**src/drpc_pkg.sv**
```systemverilog
package drpc_pkg;

    // Fault thresholds
    localparam logic [3:0] EVENT_LIMIT   = 4'd10;
    localparam logic [2:0] TICK_LIMIT    = 3'd5;
    localparam logic [7:0] SPACING_SAT   = 8'hff;

    // Action codes
    localparam logic ACT_EVENT = 1'b0;
    localparam logic ACT_TICK  = 1'b1;

    // Switch codes; previous-switch register holds SW_NONE after reset
    localparam logic [1:0] SW_ONE  = 2'd0;
    localparam logic [1:0] SW_TWO  = 2'd1;
    localparam logic [1:0] SW_NONE = 2'd2;

    // Configuration register indexes
    localparam int unsigned CFG_IDX_W = 1;
    localparam logic [CFG_IDX_W-1:0] CFG_PULSE_WEIGHT      = 1'd0;
    localparam logic [CFG_IDX_W-1:0] CFG_MAX_FLOW_INTERVAL = 1'd1;

    // Configuration reset values
    localparam logic [7:0] PULSE_WEIGHT_RST      = 8'd1;
    localparam logic [7:0] MAX_FLOW_INTERVAL_RST = 8'd0;

    typedef struct packed {
        logic        action;
        logic        which_switch;
        logic        switch_one_level;
        logic        switch_two_level;
        logic        valve_closed;
        logic [31:0] now_seconds;
    } item_t;

    typedef struct packed {
        logic [7:0]  increment;
        logic        magnetic_fault;
        logic        stuck_reed_fault;
        logic        valve_leak_fault;
        logic        over_flow_fault;
        logic [7:0]  minute_sum;
        logic [15:0] hour_sum;
        logic [31:0] total_sum;
    } result_t;

    typedef struct packed {
        logic [7:0] pulse_weight;
        logic [7:0] max_flow_interval;
    } cfg_t;

endpackage

```
**src/drpc_core.sv**
```systemverilog
module drpc_core
    import drpc_pkg::*;
(
    input  logic    clk,
    input  logic    rst_n,
    input  logic    step,
    input  item_t   item,
    input  cfg_t    cfg,
    output result_t result
);

    typedef struct packed {
        logic [3:0] cnt;
        logic       flag;
    } bump_t;

    // One step toward a fault: count while unflagged, flag once past the limit
    function automatic bump_t bump(input logic [3:0] cnt, input logic flag);
        bump_t      r;
        logic [3:0] inc;
        inc    = cnt + 4'd1;
        r.cnt  = inc;
        r.flag = flag;
        if (flag)
        begin
            r.cnt = '0;
        end
        else if (inc > EVENT_LIMIT)
        begin
            r.cnt  = '0;
            r.flag = 1'b1;
        end
        return r;
    endfunction

    logic [3:0]  mag_event_cnt_reg, mag_event_cnt_next;
    logic [2:0]  mag_tick_cnt_reg, mag_tick_cnt_next;
    logic [3:0]  repeat_cnt_reg, repeat_cnt_next;
    logic [3:0]  valve_cnt_reg, valve_cnt_next;
    logic [3:0]  flow_cnt_reg, flow_cnt_next;
    logic [1:0]  prev_switch_reg, prev_switch_next;
    logic        armed_reg, armed_next;
    logic [31:0] last_pulse_reg, last_pulse_next;
    logic        mag_flag_reg, mag_flag_next;
    logic        stuck_flag_reg, stuck_flag_next;
    logic        leak_flag_reg, leak_flag_next;
    logic        flow_flag_reg, flow_flag_next;
    logic [7:0]  minute_reg, minute_next;
    logic [15:0] hour_reg, hour_next;
    logic [31:0] total_reg, total_next;

    logic        both_low;
    logic [1:0]  this_switch;
    logic [2:0]  tick_inc;
    logic [31:0] delta;
    logic [7:0]  spacing;
    logic [7:0]  inc;
    bump_t       b_mag, b_rep, b_valve, b_flow;

    assign both_low    = !item.switch_one_level && !item.switch_two_level;
    assign this_switch = {1'b0, item.which_switch};
    assign tick_inc    = mag_tick_cnt_reg + 3'd1;
    assign delta       = item.now_seconds - last_pulse_reg;
    assign b_mag       = bump(mag_event_cnt_reg, mag_flag_reg);
    assign b_rep       = bump(repeat_cnt_reg, stuck_flag_reg);
    assign b_valve     = bump(valve_cnt_reg, leak_flag_reg);
    assign b_flow      = bump(flow_cnt_reg, flow_flag_reg);

    // Spacing since the last counted pulse, saturated; zero if time has not moved on
    always_comb
    begin
        spacing = '0;
        if (item.now_seconds > last_pulse_reg)
        begin
            spacing = (delta[31:8] != '0) ? SPACING_SAT : delta[7:0];
        end
    end

    // Next-state logic for one item
    always_comb
    begin
        mag_event_cnt_next = mag_event_cnt_reg;
        mag_tick_cnt_next  = mag_tick_cnt_reg;
        repeat_cnt_next    = repeat_cnt_reg;
        valve_cnt_next     = valve_cnt_reg;
        flow_cnt_next      = flow_cnt_reg;
        prev_switch_next   = prev_switch_reg;
        armed_next         = armed_reg;
        last_pulse_next    = last_pulse_reg;
        mag_flag_next      = mag_flag_reg;
        stuck_flag_next    = stuck_flag_reg;
        leak_flag_next     = leak_flag_reg;
        flow_flag_next     = flow_flag_reg;
        inc                = '0;

        if (item.action == ACT_TICK)
        begin
            // ticks only watch for a held magnet
            mag_tick_cnt_next = '0;
            if (both_low && !mag_flag_reg)
            begin
                if (tick_inc >= TICK_LIMIT)
                begin
                    mag_flag_next = 1'b1;
                end
                else
                begin
                    mag_tick_cnt_next = tick_inc;
                end
            end
        end
        else
        begin
            // magnetic tampering
            if (both_low)
            begin
                mag_event_cnt_next = b_mag.cnt;
                mag_flag_next      = b_mag.flag;
            end
            else
            begin
                mag_event_cnt_next = '0;
                mag_flag_next      = 1'b0;
            end

            // stuck reed
            if (prev_switch_reg == this_switch)
            begin
                repeat_cnt_next = b_rep.cnt;
                stuck_flag_next = b_rep.flag;
            end
            else
            begin
                prev_switch_next = this_switch;
                repeat_cnt_next  = '0;
                stuck_flag_next  = 1'b0;
            end

            // valve leak
            if (item.valve_closed)
            begin
                valve_cnt_next = b_valve.cnt;
                leak_flag_next = b_valve.flag;
            end
            else
            begin
                valve_cnt_next = '0;
                leak_flag_next = 1'b0;
            end

            // pulse count and over-flow
            if (this_switch == SW_ONE && armed_reg)
            begin
                armed_next = 1'b0;
                inc        = cfg.pulse_weight;
                if (cfg.max_flow_interval != '0)
                begin
                    if (item.now_seconds > last_pulse_reg)
                    begin
                        last_pulse_next = item.now_seconds;
                    end
                    if (spacing <= cfg.max_flow_interval)
                    begin
                        flow_cnt_next  = b_flow.cnt;
                        flow_flag_next = b_flow.flag;
                    end
                    else
                    begin
                        flow_cnt_next = '0;
                    end
                end
            end
            if (this_switch == SW_TWO)
            begin
                armed_next = 1'b1;
            end
        end

        minute_next = minute_reg + inc;
        hour_next   = hour_reg + {8'd0, inc};
        total_next  = total_reg + {24'd0, inc};
    end

    // State registers
    always_ff @(posedge clk or negedge rst_n)
    begin
        if (!rst_n)
        begin
            mag_event_cnt_reg <= '0;
            mag_tick_cnt_reg  <= '0;
            repeat_cnt_reg    <= '0;
            valve_cnt_reg     <= '0;
            flow_cnt_reg      <= '0;
            prev_switch_reg   <= SW_NONE;
            armed_reg         <= 1'b0;
            last_pulse_reg    <= '0;
            mag_flag_reg      <= 1'b0;
            stuck_flag_reg    <= 1'b0;
            leak_flag_reg     <= 1'b0;
            flow_flag_reg     <= 1'b0;
            minute_reg        <= '0;
            hour_reg          <= '0;
            total_reg         <= '0;
        end
        else if (step)
        begin
            mag_event_cnt_reg <= mag_event_cnt_next;
            mag_tick_cnt_reg  <= mag_tick_cnt_next;
            repeat_cnt_reg    <= repeat_cnt_next;
            valve_cnt_reg     <= valve_cnt_next;
            flow_cnt_reg      <= flow_cnt_next;
            prev_switch_reg   <= prev_switch_next;
            armed_reg         <= armed_next;
            last_pulse_reg    <= last_pulse_next;
            mag_flag_reg      <= mag_flag_next;
            stuck_flag_reg    <= stuck_flag_next;
            leak_flag_reg     <= leak_flag_next;
            flow_flag_reg     <= flow_flag_next;
            minute_reg        <= minute_next;
            hour_reg          <= hour_next;
            total_reg         <= total_next;
        end
    end

    // Result beat for this item
    always_comb
    begin
        result.increment        = inc;
        result.magnetic_fault   = mag_flag_next;
        result.stuck_reed_fault = stuck_flag_next;
        result.valve_leak_fault = leak_flag_next;
        result.over_flow_fault  = flow_flag_next;
        result.minute_sum       = minute_next;
        result.hour_sum         = hour_next;
        result.total_sum        = total_next;
    end

endmodule

```
**src/dual_reed_pulse_counter.sv**
```systemverilog
// Pulse counter and fault monitor for a meter with two reed switches.
// Item channel (item_valid/item_stall/item): one beat is either a reed
// switch event or a one-second tick, with the sampled pin levels, valve
// position and current time in seconds.
// Result channel (result_valid/result_stall/result): exactly one beat per
// item, carrying the counted increment, four fault flags and the minute,
// hour and total sums after that item.
// Config channel (cfg_valid/cfg_ready/cfg_index/cfg_data): cfg_ready is
// always high; write only while no item is outstanding.
// Output: the result beat is registered in the result register or skid entry.
// Throughput: one item per cycle while item_stall is low; all per-item work
// is a single pass of compare and increment logic ahead of the result register.
// Stall: a two-entry output buffer (result register plus skid) lets one
// more item in while the receiver stalls; item_stall then rises until the
// held beat drains.
// Reset: sums, counters and fault flags clear, no switch is remembered,
// pulse_weight returns to 1 and max_flow_interval to 0 (test off).
module dual_reed_pulse_counter
    import drpc_pkg::*;
(
    input  logic                 clk,
    input  logic                 rst_n,
    input  logic                 item_valid,
    output logic                 item_stall,
    input  item_t                item,
    output logic                 result_valid,
    input  logic                 result_stall,
    output result_t              result,
    input  logic                 cfg_valid,
    output logic                 cfg_ready,
    input  logic [CFG_IDX_W-1:0] cfg_index,
    input  logic [7:0]           cfg_data
);

    cfg_t    cfg_reg;
    result_t core_result;
    result_t out_reg;
    result_t skid_reg;
    logic    out_valid_reg;
    logic    skid_valid_reg;
    logic    push;
    logic    pop;

    assign cfg_ready    = 1'b1;
    assign item_stall   = skid_valid_reg;
    assign push         = item_valid && !skid_valid_reg;
    assign pop          = out_valid_reg && !result_stall;
    assign result_valid = out_valid_reg;
    assign result       = out_reg;

    // Configuration registers
    always_ff @(posedge clk or negedge rst_n)
    begin
        if (!rst_n)
        begin
            cfg_reg.pulse_weight      <= PULSE_WEIGHT_RST;
            cfg_reg.max_flow_interval <= MAX_FLOW_INTERVAL_RST;
        end
        else if (cfg_valid && cfg_ready)
        begin
            case (cfg_index)
                CFG_PULSE_WEIGHT:      cfg_reg.pulse_weight      <= cfg_data;
                CFG_MAX_FLOW_INTERVAL: cfg_reg.max_flow_interval <= cfg_data;
                default:               ;
            endcase
        end
    end

    drpc_core u_core (
        .clk    (clk),
        .rst_n  (rst_n),
        .step   (push),
        .item   (item),
        .cfg    (cfg_reg),
        .result (core_result)
    );

    // Output buffer control
    always_ff @(posedge clk or negedge rst_n)
    begin
        if (!rst_n)
        begin
            out_valid_reg  <= 1'b0;
            skid_valid_reg <= 1'b0;
        end
        else if (pop)
        begin
            if (skid_valid_reg)
            begin
                skid_valid_reg <= 1'b0;
            end
            else
            begin
                out_valid_reg <= push;
            end
        end
        else if (push)
        begin
            if (out_valid_reg)
            begin
                skid_valid_reg <= 1'b1;
            end
            else
            begin
                out_valid_reg <= 1'b1;
            end
        end
    end

    // Output buffer payload
    always_ff @(posedge clk)
    begin
        if (pop)
        begin
            if (skid_valid_reg)
            begin
                out_reg <= skid_reg;
            end
            else if (push)
            begin
                out_reg <= core_result;
            end
        end
        else if (push)
        begin
            if (out_valid_reg)
            begin
                skid_reg <= core_result;
            end
            else
            begin
                out_reg <= core_result;
            end
        end
    end

`ifndef NO_ASSERTIONS
    // skid entry only ever holds a beat behind a full result register
    a_skid_behind_out: assert property (@(posedge clk) disable iff (!rst_n)
        skid_valid_reg |-> out_valid_reg)
        else $error("skid beat held with empty result register");

    // every taken item is followed by a valid result beat next cycle
    a_item_gives_result: assert property (@(posedge clk) disable iff (!rst_n)
        (item_valid && !item_stall) |=> result_valid)
        else $error("accepted item produced no result beat");

    // all three sums take the same increments, so the narrower ones are slices
    a_sums_agree: assert property (@(posedge clk) disable iff (!rst_n)
        result_valid |-> (result.minute_sum == result.total_sum[7:0]) &&
                         (result.hour_sum == result.total_sum[15:0]))
        else $error("minute/hour sums disagree with total");

    // over-flow flag stays set once raised
    a_flow_sticky: assert property (@(posedge clk) disable iff (!rst_n)
        (pop && result.over_flow_fault && out_valid_reg) |=>
            (!result_valid || result.over_flow_fault))
        else $error("over-flow flag cleared");
`endif

endmodule

```
**config.mk**
```make
export PLATFORM = sky130hd
export DESIGN_NAME = dual_reed_pulse_counter
export DESIGN_NICKNAME = d
export VERILOG_FILES = /design/src/drpc_pkg.sv /design/src/drpc_core.sv /design/src/dual_reed_pulse_counter.sv
export SDC_FILE = /design/constraint.sdc
export NUM_CORES = 1
export LEC_CHECK = 0
export BUFFER_PORTS_ARGS = -buffer_cell sky130_fd_sc_hd__buf_2
export CAP_MARGIN = 20
export CORE_MARGIN = 1.5
export CORE_UTILIZATION = 55
export CTS_CLUSTER_DIAMETER = 40
export CTS_CLUSTER_SIZE = 12
export DETAILED_ROUTE_END_ITERATION = 6
export GPL_TIMING_DRIVEN = 0
export PLACE_DENSITY = 0.74
export SKIP_CTS_REPAIR_TIMING = 1
export SLEW_MARGIN = 0
export SYNTH_ARGS = -nofsm -noshare
export SYNTH_HDL_FRONTEND = slang
export SYNTH_SLANG_ARGS = --single-unit
```
**constraint.sdc**
```tcl
create_clock -name clk -period 9.1 [get_ports clk]
set_input_delay 1.82 -clock clk [delete_from_list [all_inputs] [get_ports clk]]
set_output_delay 1.82 -clock clk [all_outputs]
set_load 0.02 [all_outputs]
```
* Word-level counts from Yosys, hierarchy flattened
Cells that the tools add are included.
** Cells by class
- Multiplexer cells :: 47
- Order comparisons :: 7
- Equality and inequality tests :: 3
- Add/subtract/negate cells :: 9
- Bitwise operators :: 4
- Reduce and logical (&&, ||, !) cells :: 29
** Operators by type and width (count)
- 68-bit 2-to-1 mux :: 5
- 32-bit by 8-bit adder with 32-bit output :: 1
- 32-bit greater-than comparator :: 1
- 4-bit 2-to-1 mux :: 8
- 8-bit 2-to-1 mux :: 4
- 32-bit subtractor :: 1
- 1-bit 2-to-1 mux :: 24
- 24-bit nonzero test :: 1
- 5-bit 2-to-1 mux :: 4
- 16-bit by 8-bit adder with 16-bit output :: 1
- 4-bit by 1-bit adder with 4-bit output, second input constant :: 4
- 4-bit greater-than comparator, second input constant :: 4
- 2-bit AND reduction :: 6
- 3-bit AND reduction :: 4
- 8-bit adder :: 1
- 8-bit less-or-equal comparator :: 1
- 2-bit nonzero test :: 4
- 8-bit nonzero test :: 1
- 3-bit 2-to-1 mux :: 2
- 1-bit logical AND :: 5
- 1-bit logical NOT :: 5
- 5-bit AND reduction :: 1
- 1-bit inverter :: 4
- 4-bit AND reduction :: 1
- 6 further kinds :: 6
** Word-level totals
- Register bits :: 268

* Longest topological paths before layout
- Word-level depth :: 12
- Depth in mapped cells :: 23

* Hierarchy
A second synthesis with hierarchy kept.
** Second synthesis, totals
- Cell total of the unflattened synthesis :: 1259
- Area, all modules :: 14787.9 sq um
** By module, submodules not included
- drpc_core :: cells an instance 997, instances 1, area each 9088.7 sq um, seq. area each 2854.0 sq um
- dual_reed_pulse_counter :: cells an instance 262, instances 1, area each 5699.2 sq um, seq. area each 4535.6 sq um

* Worst setup path before layout
OpenSTA, ideal clock, no wires.
- Kind :: input to register
- Start point :: input port item[0] (netlist name)
- End point :: register u_core.flow_cnt_reg[0]
- Slack :: 2712 ps
- Stages on the path :: 22
- Library setup time :: 95 ps
- Arrival :: 6293 ps
- Required time :: 9005 ps
- Cells stage by stage :: inv_1 > ha_1 > fa_1 > nand2b_1 > a21oi_1 > o21ai_1 > o221a_2 > o31ai_1 > o22ai_1 > or4_4 > nor4_4 > a31oi_1 > ha_1 > nor2b_1 > o21a_1 > o21a_1 > o21ai_0 > a21oi_1 > o31ai_1 > nand3_1 > or2_2 > o31ai_1
** Between the ends
- Longest elaborated chain between the ends :: 6
- Elaborated cells on any way between the ends :: 7
- Classes of those cells :: add/sub: 1; order compare: 2; mux: 3; reduce/logical: 1
** RTL lines
- start: declaration :: line dual_reed_pulse_counter.sv:25 : input item_t item,
- 32-bit subtractor :: line drpc_core.sv:63 : assign delta = item.now_seconds - last_pulse_reg;
- 24-bit nonzero test :: line drpc_core.sv:75 : spacing = (delta[31:8] != '0) ? SPACING_SAT : delta[7:0];
- 8-bit 2-to-1 mux :: line drpc_core.sv:75
- 8-bit 2-to-1 mux * :: line drpc_core.sv:73 : if (item.now_seconds > last_pulse_reg)
- 8-bit less-or-equal comparator * :: line drpc_core.sv:162 : if (spacing <= cfg.max_flow_interval)
- 4-bit 2-to-1 mux * :: line drpc_core.sv:162
- end signal: assignment :: line drpc_core.sv:211 : flow_cnt_reg <= flow_cnt_next;
- end: declaration :: line drpc_core.sv:40 : logic [3:0] flow_cnt_reg, flow_cnt_next;
Every way passes the cells marked *; elsewhere a longest branch is shown, timed or not.
A chain may end at the register's enable or synchronous reset.

* Worst setup path after layout
- Start point :: input port item[0] (netlist name)
- End point :: register u_core.flow_cnt_reg[1]
Same word-level chain as after synthesis.

==> key figures <==
Run status
  • Outcome: complete, no violations

STA
  • Tightest Pin Transition: between 0.9 and 1 ns
  • Setup TNS: 0 ns
  • Maximum clock rate: 148 MHz
  • Hold Fails Final Rpt: 0
  • Slew headroom: a little over a third
  • Final Skew: 0.0349 ns
  • Crit share post-route: 74.4%
  • Max Slew Vio Count: 0
  • RSZ-0062 raised after global routing: no
  • WHS: 0.484 ns
  • Setup-failing EPs final: 0
  • Fin crit period: slightly below 7 ns

Worst setup path
  • Worst path required time: 9.53 ns
  • Worst Setup End Kind: flip-flop
  • Worst Setup Start Kind: input pin
  • Setup crit start: item[0]
  • CP arrival: roughly 7.2 ns
  • Reg2Reg Capture Point: u_core.flow_cnt_reg[1]
  • R2r setup slk: approximately 3.4 ns
  • R2R cell count: 21
  • Crit Path Class: in2reg
  • Critical Path Fanout Max: 8
  • Reg2reg start: u_core.last_pulse_reg[0]

Power and ir drop
  • P_leak: around 7.6 nW
  • VDD IR max: 0.219 mV
  • Power Density: between 300 and 400 nW/µm²

Clock tree
  • Clock slew at reported path FFs: roughly 0.060 ns
  • Clock sinks: about 270
  • H-Tree Depth: 2
  • Clk buf depth: 3
  • Worst skew pair latency: 0.56 ns
  • CTS tree: yes
  • Total CTS buffers: 40
  • Clk root buf: clkbuf_16

Layout
  • Storage element area: 7390 µm²
  • Nets: between 1,500 and 2,000
  • Share of cells above drive strength 1: between 10% and 20%
  • Post-Layout Cell Count: approximately 1,900
  • Fill count: between 2,000 and 2,500
  • Area of the multi-input gates: approximately 6500 µm²
  • Area growth from synthesis to layout: 17.0%

Synth
  • Synthesis Warnings: 0
  • Cells after synthesis: 1,364
  • Primary FF master, synth: edfxtp_1
  • Syn Area/Cell: about 11 µm²
  • Area contributors post-synth: edfxtp_1, dfrtp_1, ha_1, mux2_2, nand2_1
  • Synth Cell Area: about 15,000 µm²
  • Register bit total from synthesis: ~270
  • Seq/Total Area, Yosys: 50.6%
  • Synthesized Nets: 1,492
  • Async set-reset flop share out of synthesis: about 49%
  • Top-area cell type share of the netlist area: between 20% and 30%
  • Cell taking the most area after synthesis: edfxtp_1
  • EDFF count, synth: 136
  • Netlist cell types: 81

Die
  • # rows: between 50 and 60
  • Die ar.: ~28,000 µm²
  • I/O Pins: 122
  • Initial Util: between 50% and 60%
  • Die Wd: approximately 170 µm
  • Die Ht: 166 µm
  • Core ar.: 26,100 µm²

GRT
  • Wire length of the first global-routing pass: about 55,000 µm
  • Tot GR Track Use: around a quarter
  • Number of global-route vias before repair: about 11,000
  • Overflow after GRT: 0
  • Pin count of the biggest net entering global routing: a little over 80
  • Initial antenna violation count: 3

Drt
  • Routed WL per cell: between 15 and 20 µm
  • DRC Markers: 0
  • Vias: ~11,000
  • Vias per Instance: between 5 and 6
  • 1st-pass router iterations: 6
  • Antenna Nets Post-Route: 0
  • Final WL: roughly 33,000 µm
  • 1st-iter DRT viols: between 800 and 900

Min path
  • Worst Hold Depth: 1
  • Worst Hold Class: reg2reg
  • Hold Path Sink: u_core.total_reg[31]
  • Hold_sp: u_core.total_reg[31]

Run
  • # Max-Cap Violations: 0

Place
  • Placer Congestion: 0.888
  • Cells after DPL: 1,822
  • DP Wirelength: approximately 24,000 µm
  • IO buf count: 120
[through the flow]
stage / area [µm²] / util (%) / power, mW / setup WS (ns)
finish: 17100 / 65.6 / 5.40 / 2.33
CTS: 17100 / 65.5 / 5.42 / 2.41
global route: 17100 / 65.6 / 5.73 / 1.79
global placement: 15600 / 59.9 / 3.80 / 0.534
detailed placement: 15700 / 60.3 / 3.86 / 1.87
floorplan: 14600 / - / 3.29 / 2.71
[cell usage after synthesis, drive strengths merged, types with 14 or more instances]
cell type and number:
mux2 85, inv 106, nand3 37, nor2 67, dfrtp 130, o21ai 86, a31oi 14, a21o 17
a21oi 72, buf 22, nor3 24, xor2 53, ha 73, nand2b 17, nand2 157, xnor2 50
nand4 20, clkbuf 29, and2 15, edfxtp 136
[report_power, final]
group	internal, mW	leakage (nW)	switching [mW]
logic	0.759	3.96	1.28
registers	1.68	3.03	0.146
clock network	0.938	0.652	0.592
total	3.38	7.65	2.02
[how the worst max path moves through the flow]
stage | to | slack (ns) | cells past startpoint
floorplan | u_core.flow_cnt_reg[0] | 2.71 | 22
global placement | result[36] | 0.53 | 6
detailed placement | u_core.flow_cnt_reg[1] | 1.87 | 23
CTS | u_core.flow_cnt_reg[1] | 2.41 | 23
global route | u_core.flow_cnt_reg[2] | 1.79 | 23
finish | u_core.flow_cnt_reg[1] | 2.33 | 23
[layout by cell type (no fill, tap or decap), types with 7 or more instances in the layout]
cell and n:
nand3_1 37, inv_1 106, nor2b_1 9, nor3_1 23, mux2_1 29, a21oi_1 70, clkbuf_16 40, o31ai_1 9
a211oi_1 10, buf_6 10, o21a_1 11, edfxtp_1 136, ha_1 73, clkbuf_1 30, nand4_1 20, nand2_1 156
nand2b_1 17, o21ai_0 80, nor2_1 67, mux2_2 56, buf_2 124, clkinv_2 10, o21bai_1 10, a31oi_1 14
dfrtp_1 130, xnor2_1 50, a21o_1 14, and2_1 15, xor2_1 53, and3_1 7
[layer usage]
layer / vias to the layer above / global-route usage [%] / routed length [µm]
li1: 5189 / - / -
met1: 5215 / 34.8 / 15400
met2: 313 / 39.1 / 15400
met3: 56 / 3.57 / 1750
met4: 0 / 8.50 / 885
met5: - / 0 / 0
[cells by family (layout without fill, tap and decap cells)]
kind of cell	after synthesis	count (layout)	synth area share, %
other	1	4	0.0257
multiplexers	88	88	6.76
AO/OA/AOI/OAI	284	284	12.4
AND/OR/NAND/NOR	385	385	12.5
buffers and inverters	158	355	4.71
XOR/XNOR	103	103	6.18
adder cells (fa/ha/maj)	77	77	6.80
flip-flops	268	268	50.6
[critical path, stage by stage]
cell and delay [ns]:
buf_2 0.10, inv_1 0.05, ha_1 0.21, fa_1 0.42, nand2b_1 0.19, a21oi_1 0.24
o21ai_1 0.25, and3_1 0.26, a211oi_1 0.31, nand4_1 0.13, or4_4 0.57, nor4_4 0.39
a31oi_1 0.16, ha_1 0.32, nor2b_1 0.14, o21a_1 0.16, o21a_1 0.16, o21ai_0 0.15
a21oi_1 0.10, o31ai_1 0.39, nand3_1 0.16, or2_2 0.33, o31ai_1 0.21
[cell type report]
cell class / count / share of cell area (%)
clock inverter: 30 / 2.01
multi-input combinational: 938 / 38.3
timing repair buffer: 124 / 4.03
inverter: 107 / 2.35
clock buffer: 43 / 5.92
buffer: 51 / 1.68
sequential: 268 / 43.2
tap: 335 / 2.45
antenna: 3 / 0.0439
Note: power is estimated with default switching activity, not from simulation.
